--- src/design/fasmd_pkg.sv ---
package fasmd_pkg;

    typedef logic signed [10:0] exp_t;

    typedef enum logic [1:0] {
        FUNC_ADD = 2'd0,
        FUNC_SUB = 2'd1,
        FUNC_MUL = 2'd2,
        FUNC_DIV = 2'd3
    } func_t;

    typedef enum logic [1:0] {
        FLAG_OK    = 2'd0,
        FLAG_OVER  = 2'd1,
        FLAG_UNDER = 2'd2
    } flag_t;

    localparam logic [23:0] HIDDEN_BIT = 24'h800000;
    localparam logic [22:0] FRAC_MASK  = 23'h7FFFFF;
    localparam logic [31:0] SIGN_BIT   = 32'h80000000;
    localparam logic [31:0] INF_BITS   = 32'h7F800000;
    localparam exp_t        EXP_BIAS   = 11'sd127;
    localparam exp_t        EXP_MAX    = 11'sd255;
    localparam logic [4:0]  RECIP_LAST = 5'd25;
    localparam logic [4:0]  MUL_LAST   = 5'd23;
    localparam logic [24:0] RECIP_INIT = 25'h400000;

    typedef struct packed {
        logic [1:0]  func;
        logic [31:0] operand_a;
        logic [31:0] operand_b;
    } fasmd_req_t;

    typedef struct packed {
        logic [31:0] result_bits;
        logic [1:0]  range_flag;
    } fasmd_res_t;

    typedef struct packed {
        logic idle;
        logic done;
    } fasmd_status_t;

endpackage

--- src/design/fasmd_core.sv ---
module fasmd_core
    import fasmd_pkg::*;
(
    input  logic          clk,
    input  logic          rst_n,
    input  logic          start,
    input  fasmd_req_t    req,
    input  logic          ack,
    output fasmd_status_t status,
    output fasmd_res_t    res
);

    typedef enum logic [3:0] {
        S_IDLE, S_ALIGN, S_ADD, S_RECIP, S_RFIX, S_MUL, S_NORM, S_PACK, S_DONE
    } state_t;

    state_t      state_reg, state_next;
    logic [31:0] a_reg, a_next, b_reg, b_next;
    logic        sign_reg, sign_next, sub_reg, sub_next;
    exp_t        exp_reg, exp_next;
    logic [23:0] m1_reg, m1_next, m2_reg, m2_next, mc_reg, mc_next;
    logic [24:0] wm_reg, wm_next, rem_reg, rem_next;
    logic [47:0] prod_reg, prod_next;
    logic [25:0] quo_reg, quo_next;
    logic [4:0]  cnt_reg, cnt_next;
    fasmd_res_t  res_reg, res_next;

    // shared adder / subtractor
    logic [25:0] alu_a, alu_b, alu_y;
    logic        alu_sub;

    logic [31:0] big, lesser, bsel;
    logic [7:0]  e1, e2, shift, ea, eb;
    logic [23:0] ma, mult;
    logic [26:0] qr_sum;
    logic [25:0] qr;

    always_comb
    begin
        alu_a   = '0;
        alu_b   = '0;
        alu_sub = 1'b0;
        case (state_reg)
            S_ADD:
            begin
                alu_a   = {2'b00, m1_reg};
                alu_b   = {2'b00, m2_reg};
                alu_sub = sub_reg;
            end
            S_RECIP:
            begin
                alu_a   = {1'b0, rem_reg[23:0], 1'b0};
                alu_b   = {2'b00, mc_reg};
                alu_sub = 1'b1;
            end
            S_MUL:
            begin
                alu_a = {2'b00, prod_reg[47:24]};
                alu_b = prod_reg[0] ? {2'b00, mc_reg} : 26'd0;
            end
            default:
            begin
                alu_sub = 1'b0;
            end
        endcase
        alu_y = alu_sub ? (alu_a - alu_b) : (alu_a + alu_b);
    end

    always_comb
    begin
        bsel   = (req.func == FUNC_SUB) ? (req.operand_b ^ SIGN_BIT) : req.operand_b;
        big    = (b_reg[30:0] > a_reg[30:0]) ? b_reg : a_reg;
        lesser = (b_reg[30:0] > a_reg[30:0]) ? a_reg : b_reg;
        e1     = big[30:23];
        e2     = lesser[30:23];
        shift  = e1 - e2;
        ea     = a_reg[30:23];
        eb     = b_reg[30:23];
        ma     = {1'b1, a_reg[22:0]};
        qr_sum = {1'b0, quo_reg} + 27'd1;
        qr     = qr_sum[26:1];
        mult   = qr[24] ? HIDDEN_BIT : qr[23:0];

        state_next = state_reg;
        a_next     = a_reg;
        b_next     = b_reg;
        sign_next  = sign_reg;
        sub_next   = sub_reg;
        exp_next   = exp_reg;
        m1_next    = m1_reg;
        m2_next    = m2_reg;
        mc_next    = mc_reg;
        wm_next    = wm_reg;
        rem_next   = rem_reg;
        prod_next  = prod_reg;
        quo_next   = quo_reg;
        cnt_next   = cnt_reg;
        res_next   = res_reg;

        case (state_reg)
            S_IDLE:
            begin
                if (start)
                begin
                    a_next = req.operand_a;
                    b_next = bsel;
                    case (req.func)
                        FUNC_ADD, FUNC_SUB: state_next = S_ALIGN;
                        FUNC_MUL:           state_next = S_MUL;
                        default:            state_next = S_RECIP;
                    endcase
                    sign_next = req.operand_a[31] ^ req.operand_b[31];
                    cnt_next  = '0;
                    // multiply starts from the raw operands
                    prod_next = {24'd0, 1'b1, req.operand_b[22:0]};
                    mc_next   = (req.func == FUNC_MUL) ? {1'b1, req.operand_a[22:0]}
                                                       : {1'b1, req.operand_b[22:0]};
                    exp_next  = exp_t'({3'b000, req.operand_a[30:23]})
                              + exp_t'({3'b000, req.operand_b[30:23]}) - EXP_BIAS;
                    rem_next  = RECIP_INIT;
                    quo_next  = '0;
                end
            end
            S_ALIGN:
            begin
                sign_next = big[31];
                sub_next  = big[31] ^ lesser[31];
                exp_next  = exp_t'({3'b000, e1});
                m1_next   = {1'b1, big[22:0]};
                m2_next   = (shift >= 8'd24) ? 24'd0 : ({1'b1, lesser[22:0]} >> shift[4:0]);
                state_next = S_ADD;
            end
            S_ADD:
            begin
                wm_next = alu_y[24:0];
                if (alu_y[24:0] == 25'd0)
                begin
                    // exact cancellation gives plus zero
                    res_next.result_bits = '0;
                    res_next.range_flag  = FLAG_OK;
                    state_next = S_DONE;
                end
                else
                begin
                    state_next = S_NORM;
                end
            end
            S_RECIP:
            begin
                quo_next = {quo_reg[24:0], ~alu_y[25]};
                rem_next = alu_y[25] ? alu_a[24:0] : alu_y[24:0];
                cnt_next = cnt_reg + 5'd1;
                if (cnt_reg == RECIP_LAST)
                begin
                    state_next = S_RFIX;
                end
            end
            S_RFIX:
            begin
                prod_next = {24'd0, mult};
                mc_next   = ma;
                cnt_next  = '0;
                exp_next  = exp_t'({3'b000, ea}) - exp_t'({3'b000, eb})
                          + (qr[24] ? 11'sd127 : 11'sd126);
                state_next = S_MUL;
            end
            S_MUL:
            begin
                prod_next = {alu_y[24:0], prod_reg[23:1]};
                cnt_next  = cnt_reg + 5'd1;
                if (cnt_reg == MUL_LAST)
                begin
                    wm_next    = alu_y[24:0];
                    state_next = S_NORM;
                end
            end
            S_NORM:
            begin
                if (wm_reg[24])
                begin
                    wm_next  = {1'b0, wm_reg[24:1]};
                    exp_next = exp_reg + 11'sd1;
                end
                else if (!wm_reg[23])
                begin
                    wm_next  = {wm_reg[23:0], 1'b0};
                    exp_next = exp_reg - 11'sd1;
                end
                else
                begin
                    state_next = S_PACK;
                end
            end
            S_PACK:
            begin
                if (exp_reg >= EXP_MAX)
                begin
                    res_next.result_bits = {sign_reg, 31'd0} | INF_BITS;
                    res_next.range_flag  = FLAG_OVER;
                end
                else if (exp_reg <= 11'sd0)
                begin
                    res_next.result_bits = {sign_reg, 31'd0};
                    res_next.range_flag  = FLAG_UNDER;
                end
                else
                begin
                    res_next.result_bits = {sign_reg, exp_reg[7:0], wm_reg[22:0] & FRAC_MASK};
                    res_next.range_flag  = FLAG_OK;
                end
                state_next = S_DONE;
            end
            S_DONE:
            begin
                if (ack)
                begin
                    state_next = S_IDLE;
                end
            end
            default:
            begin
                state_next = S_IDLE;
            end
        endcase
    end

    always_ff @(posedge clk or negedge rst_n)
    begin
        if (!rst_n)
        begin
            state_reg <= S_IDLE;
            cnt_reg   <= '0;
        end
        else
        begin
            state_reg <= state_next;
            cnt_reg   <= cnt_next;
            a_reg     <= a_next;
            b_reg     <= b_next;
            sign_reg  <= sign_next;
            sub_reg   <= sub_next;
            exp_reg   <= exp_next;
            m1_reg    <= m1_next;
            m2_reg    <= m2_next;
            mc_reg    <= mc_next;
            wm_reg    <= wm_next;
            rem_reg   <= rem_next;
            prod_reg  <= prod_next;
            quo_reg   <= quo_next;
            res_reg   <= res_next;
        end
    end

    assign status.idle = (state_reg == S_IDLE);
    assign status.done = (state_reg == S_DONE);
    assign res         = res_reg;

    a_mul_count: assert property (@(posedge clk) disable iff (!rst_n)
        (state_reg == S_MUL || state_reg == S_RECIP) |-> cnt_reg <= RECIP_LAST)
        else $error("step counter ran past its last step");

    a_norm_nonzero: assert property (@(posedge clk) disable iff (!rst_n)
        (state_reg == S_NORM) |-> wm_reg != 25'd0)
        else $error("normalize entered with zero mantissa");

    a_done_hold: assert property (@(posedge clk) disable iff (!rst_n)
        (state_reg == S_DONE && !ack) |=> (state_reg == S_DONE && $stable(res_reg)))
        else $error("finished result dropped before hand-off");

    a_start_idle: assert property (@(posedge clk) disable iff (!rst_n)
        start |-> state_reg == S_IDLE)
        else $error("request started while busy");

endmodule

--- src/design/float32_add_sub_mul_div_truncating_top.sv ---
// Truncating single-precision add / subtract / multiply / divide unit.
//
// Input channel (in_valid, in_stall, in_data): one request carries func and
// two bit patterns. A request is taken at a clock edge with in_valid high and
// in_stall low. in_stall stays high while a request is in progress.
// Output channel (out_valid, out_stall, out_data): one result per request,
// result_bits and range_flag. Hold out_stall high to keep the result waiting.
//
// Steps from accept to out_valid; the add, reciprocal and multiply steps
// share one 26-bit adder:
//   add / subtract: align and add; exact cancellation goes straight to the result,
//                   else normalize, one shift per step, up to 23 left shifts
//   multiply:       24 shift-add steps, then normalize
//   divide:         26 reciprocal steps, then the 24-step multiply
// One request is in progress at a time; the next is taken in the cycle after the
// result reaches the output register.
// A finished result moves to the output register, so the next request is
// taken while the previous result still waits on a stalled receiver; the
// unit then holds its next result until the output register frees up.
// Reset clears the sequencer and the output valid; no request is in flight.
module float32_add_sub_mul_div_truncating_top
    import fasmd_pkg::*;
(
    input  logic       clk,
    input  logic       rst_n,
    input  logic       in_valid,
    output logic       in_stall,
    input  fasmd_req_t in_data,
    output logic       out_valid,
    input  logic       out_stall,
    output fasmd_res_t out_data
);

    fasmd_status_t status;
    fasmd_res_t    core_res;
    logic          start;
    logic          ack;

    logic          out_valid_reg, out_valid_next;
    fasmd_res_t    out_data_reg, out_data_next;

    // take a request only when the sequencer is free
    assign in_stall = !status.idle;
    assign start    = in_valid && !in_stall;

    // hand a finished result over when the output register is free or draining
    assign ack = status.done && (!out_valid_reg || !out_stall);

    fasmd_core u_core (
        .clk    (clk),
        .rst_n  (rst_n),
        .start  (start),
        .req    (in_data),
        .ack    (ack),
        .status (status),
        .res    (core_res)
    );

    always_comb
    begin
        out_valid_next = out_valid_reg;
        out_data_next  = out_data_reg;
        if (ack)
        begin
            out_valid_next = 1'b1;
            out_data_next  = core_res;
        end
        else if (!out_stall)
        begin
            // drop the result once taken
            out_valid_next = 1'b0;
        end
    end

    always_ff @(posedge clk or negedge rst_n)
    begin
        if (!rst_n)
        begin
            out_valid_reg <= 1'b0;
        end
        else
        begin
            out_valid_reg <= out_valid_next;
            out_data_reg  <= out_data_next;
        end
    end

    assign out_valid = out_valid_reg;
    assign out_data  = out_data_reg;

endmodule
--- config.mk ---
export PLATFORM = sky130hd
export DESIGN_NAME = float32_add_sub_mul_div_truncating_top
export DESIGN_NICKNAME = d
export VERILOG_FILES = /design/src/design/fasmd_pkg.sv /design/src/design/fasmd_core.sv /design/src/design/float32_add_sub_mul_div_truncating_top.sv
export SDC_FILE = /design/constraint.sdc
export NUM_CORES = 1
export LEC_CHECK = 0
export BUFFER_PORTS_ARGS = -buffer_cell sky130_fd_sc_hd__buf_4
export CAP_MARGIN = 40
export CORE_ASPECT_RATIO = 1.4
export CORE_MARGIN = 1.5
export CORE_UTILIZATION = 60
export DETAILED_ROUTE_END_ITERATION = 10
export PLACE_DENSITY = 0.8
export SLEW_MARGIN = 20
export SYNTH_ARGS = -nofsm -noshare
export SYNTH_HDL_FRONTEND = slang
export SYNTH_HIERARCHICAL = 1
export SYNTH_SLANG_ARGS = --single-unit
--- constraint.sdc ---
create_clock -name clk -period 7.2 [get_ports clk]
set_input_delay 0 -clock clk [delete_from_list [all_inputs] [get_ports clk]]
set_output_delay 0 -clock clk [all_outputs]
set_load 0.03 [all_outputs]
After elaboration in Yosys (flattened, before gate mapping)
Index checks and enable logic that the tools add are counted.
- eq/ne operators: 21
- bitwise gates (word level): 4
- mux-type cells: 47
- shifts and indexed selects: 1
- order comparisons: 4
- add/sub/neg operators: 11
- reduce and logical (&&, ||, !) cells: 32
- operators by type and width (cell ; number):
    $pmux W25 S3 ; 2
    $mux W24 ; 6
    $pmux W48 S3 ; 1
    $mux W32 ; 3
    $pmux W24 S2 ; 2
    $pmux W26 S3 ; 1
    $pmux W34 S2 ; 1
    $mux W33 ; 2
    $mux W26 ; 2
    $pmux W26 S2 ; 1
    $mux W25 ; 2
    $mux W48 ; 1
    $pmux W11 S4 ; 1
    $pmux W4 S9 ; 1
    $mux W34 ; 1
    $mux W11 ; 3
    $gt A31 B31 Y1 ; 1
    $mux W4 ; 7
    $add A25 B26 Y26 ; 1
    $add A26 B1 Y26 const B ; 1
    $sub A25 B26 Y26 ; 1
    $logic_not A25 Y1 ; 1
    $shr A24 B5 Y24 ; 1
    $mux W23 ; 1
    other kinds (41) ; 76
- flip-flop bits (word level): 349
- output and inout port bits: 36

Logic depth before layout (Yosys ltp)
- word-level depth: 7
- mapped depth: 24
- gate-level depth less buffers: 19

By module
Netlist, hierarchy kept.
- by module, submodules not included (module ; sequential area each (um2) ; instances ; cells an instance ; area an instance (um2)):
    fasmd_core ; 9354.0 ; 1 ; 1789 ; 19652.6
    float32_add_sub_mul_div_truncating_top ; 1046.0 ; 1 ; 41 ; 1078.5

Least setup slack after synthesis
Ideal clock, no wire load.
- path type: flip-flop to flip-flop
- from: register u_core.state_reg[0]
- to: register u_core.res_reg, in the netlist u_core/res[0], enable pin
- slack: 0.640 ns
- data arrival time: 6.164 ns
- data required time: 6.804 ns
- clock period less this slack: 6.560 ns
- stages on the path, launching flop included: 24
- buffers on the path: 5
- setup time: 0.396 ns
- cells stage by stage: dfrtp_1 clkbuf_1 nor4b_1 buf_2 buf_2 buf_1 buf_1 a22oi_1 ha_1 a41oi_1 a21oi_1 nand2_1 xnor2_1 ha_1 a21o_1 a21o_1 a21o_1 a221o_1 a21o_1 o41ai_4 xnor2_1 nor3_1 and4b_1 a32o_1
- word-level cells in the longest chain between the ends: 7
- elaborated cells between the ends (all ways): 14
- those cells by class: 2 x add/sub; 5 x eq/ne; 4 x mux; 3 x reduce/logical
- RTL lines (item ; line ; text):
    start: declaration ; fasmd_core.sv:17 ; state_t state_reg, state_next;
    start signal: assignment ; fasmd_core.sv:236 ; state_reg <= state_next;
    $eq A4 B3 Y1, or another cell as far along ; fasmd_core.sv:43 ; case (state_reg)
    $pmux W25 S3 / $pmux W26 S3 (equally long branches) ; fasmd_core.sv:43 ;
    $add A25 B26 Y26 / $sub A25 B26 Y26 (equally long branches) ; fasmd_core.sv:66 ; alu_y = alu_sub ? (alu_a - alu_b) : (alu_a + alu_b);
    $mux W26 ; fasmd_core.sv:66 ;
    $logic_not A25 Y1 ; fasmd_core.sv:136 ; if (alu_y[24:0] == 25'd0)
    $ne A2 B1 Y1 (no line) ; - ;
    $reduce_and A3 Y1 (no line) (*) ; - ;
    end signal: assignment ; fasmd_core.sv:250 ; res_reg <= res_next;
    end: declaration ; fasmd_core.sv:26 ; fasmd_res_t res_reg, res_next;
Mark *: on every way between the ends. The rest lies on a longest branch, timed or not.
A chain may end at the register's enable or synchronous reset.

Final worst setup path
- from: register u_core.state_reg[1]
- to: register u_core.res_reg, in the netlist u_core/res[26], enable pin
Same word-level chain as after synthesis.

==> summary.txt <==
Clock network
  • CTS Sinks: 348
  • Clock buffer count from CTS: 35
  • Clock root cell: clkbuf_16
  • H-tree levels: 2
  • Worst skew pair latency: 0.55 ns
  • Clock-pin slew on the worst setup and hold paths: 0.07 ns
  • CTS tree: done
  • Clock Tree Buf Depth: 3
  • PostCTS Resize Cnt: 0

Power and ir drop
  • Peak VDD IR: 0.3028 mV
  • LEAKAGE: 9.240 nW
  • Total power after layout: 0.01143 W
  • Power Density: 476.4 mW/mm2

Die
  • Die area: 0.03569 mm2
  • DIE WIDTH: 160.1 um
  • DIE HEIGHT: 222.9 um
  • # rows: 80
  • # IOs: 106
  • Core region area: 0.03403 mm2
  • Initial core utilization: 60.92%

Setup path
  • R2R Path Start: u_core/state_reg[1]
  • Critical path's top delay family: compound AO/OA/AOI/OAI gates
  • CP most frequent cell: a21o_1
  • Arr. time, crit path: 6.28 ns
  • Crit path max-delay cell type: dfrtp_1
  • Critical Path Max Stage Delay: 0.66 ns
  • Worst Setup Start Kind: register
  • Worst EP required: 7.38 ns
  • Crit path buf inv count: 2
  • Type of the worst setup path: register to register
  • Worst-path maximum fanout: 57
  • CP Launch Point: u_core/state_reg[1]
  • Critical path cell sequence: nor4b_2 -> buf_12 -> a22oi_1 -> ha_1 -> a41oi_1 -> a21oi_1 -> nand2_1 -> xnor2_1 -> ha_1 -> a21o_1 -> a21o_1 -> a21o_1 -> a221o_1 -> a21o_1 -> nor3_1 -> o2111ai_1 -> nor4bb_1 -> and4b_1 -> a32o_1 -> buf_4
  • Worst Setup End Kind: register

Yosys
  • Post-synth EDFFs: 338
  • Top_reg_cell synth: edfxtp_1
  • Syn nets: 1998
  • Async SR Flop Fraction: 2.874%
  • Synth unique cells: 91
  • Synthesized area: 0.02073 mm2
  • Share of the synthesized area in the top cell type: 48.96%
  • Post-synth top area cell: edfxtp_1
  • Seq cells post-synth: 348
  • Synth area leaders: edfxtp_1, ha_1, mux2i_1
  • Count leader, synth: edfxtp_1
  • Top post-synthesis cells by count: edfxtp_1, nand2_1, nor2_1
  • Post-synthesis sequential area ratio: 50.17%
  • Synth warn: 6
  • Avg Inst Size Synth: 11.33 um2
  • Syn Inst Count: 1830

STA
  • Fin. Hold Viols: 0
  • Post-route setup TNS: 0 ns
  • Actual slew at the worst max-slew pin: 0.8659 ns
  • Skew final: 0.03108 ns
  • RSZ-0062 raised after global routing: false
  • Final slew viol count: 0
  • Period minus WS final: 6.101 ns
  • Max_slew headroom: 41.83%
  • Endpoints failing setup: 0
  • F_max: 163.9 MHz
  • Final period utilization: 84.73%

Routing
  • DRT iter0 DRCs: 1501
  • DR vias/cell: 6.270
  • Detailed-route wire length per cell: 20.81 um
  • Via Count: 15460
  • DRT antenna net count: 0
  • DRC errors left: 0
  • Post-Route WL: 51290 um
  • First-pass DRT Iterations: 8

Global routing
  • Grt total ovfl: 0
  • Vias in the first global route: 15380
  • Largest net degree at the start of global routing: 65
  • Initial antenna violation count: 0
  • First-pass GRT wire length: 81340 um
  • Total track usage: 28.93%

Finish
  • Final core occ: 70.50%
  • Max FFs per register: 48
  • Final Instance Area: 0.02399 mm2
  • Share of cells above drive strength 1: 15.29%
  • Finished Layout Cells: 2465
  • Nets: 2155
  • Layout Area Growth over Synthesis: 15.74%
  • Ant diodes: 0

Placed design
  • Post-DP Area: 0.02207 mm2
  • RePlAce Congestion: 0.9316
  • Input/output buffers: 105
  • Detailed-placement wirelength estimate: 36820 um
  • Placed Cells: 2330

Job
  • MaxCap Viol Count: 0

Min path
  • Hold wc startpoint: in_data[64]
  • Worst hold path class: input port to register

Status
  • Status: finished, final reports clean
metal layers:
metal	GRT usage [%]	vias up	wire length, um
met5	0	-	0
met4	11.55	0	1926
met3	3.216	135	3281
met2	51.71	657	26320
met1	35.83	7456	19760
li1	-	7207	-
cells by family after synthesis:
logic type | count (synthesis) | share of synthesized area, %
flops | 348 | 50.17
buf+inv | 200 | 4.026
xor+xnor | 101 | 4.376
fa+ha+maj | 98 | 6.060
compound gates | 411 | 13.79
simple gates | 534 | 12.87
mux | 138 | 8.709
worst paths after layout:
check | end | slack [ns] | cells after the start
min | u_core/mc_reg[19] | 0.11 | 4
max | u_core/res[26] | 1.10 | 20
min in group asynchronous | u_core/state_reg[2] | 0.60 | 3
max in group asynchronous | u_core/cnt_reg[4] | 6.20 | 3
min reg2reg | out_data[26] | 0.42 | 0
max reg2reg | u_core/res[26] | 1.10 | 20
cell type report:
class | instances | area (um2)
clock buffers | 39 | 890.9
clock inverters | 25 | 292.8
fillers | 2464 | 10040
inverters | 104 | 390.4
multi-input cells | 1282 | 9572
flip-flops and latches | 348 | 10400
well taps | 451 | 564.3
repair buffers | 216 | 1884
power breakdown:
group	switching [W]	internal, W
Sequential	0.000250	0.00292
Clock	0.000795	0.00109
Combinational	0.00390	0.00248
repair_timing:
action	CTS	global route
hold buffers	68	0
buffers inserted	0	0
hold endpoints to repair	119	0
through the flow:
stage	worst slack [ns]	hold WS, ns
after floorplan	0.6396	-0.2956
after global placement	1.160	-0.1388
after detailed placement	0.9098	-0.1374
after CTS	0.8823	0.08422
after global routing	0.6902	0.09395
final	1.099	0.1139
cells in the final DEF, fill, tap and decap left out, types with 60 or more instances in the layout:
| cell | synthesis | routed |
|---|---|---|
| nor2_1 | 125 | 122 |
| nand2_1 | 139 | 139 |
| a21oi_1 | 98 | 95 |
| mux2i_1 | 69 | 69 |
| nand3_1 | 61 | 61 |
| edfxtp_1 | 338 | 338 |
| o21ai_0 | 77 | 77 |
| ha_1 | 94 | 94 |
| inv_1 | 103 | 103 |
| and2_1 | 60 | 60 |
| buf_4 | 4 | 139 |
| dlygate4sd3_1 | 0 | 68 |
worst min-delay path: stages:
cell,delay (ns)
buf_4,0.12
nor2b_4,0.08
mux2i_1,0.14
o21ai_0,0.13
Power figures use the tool's default switching activity.
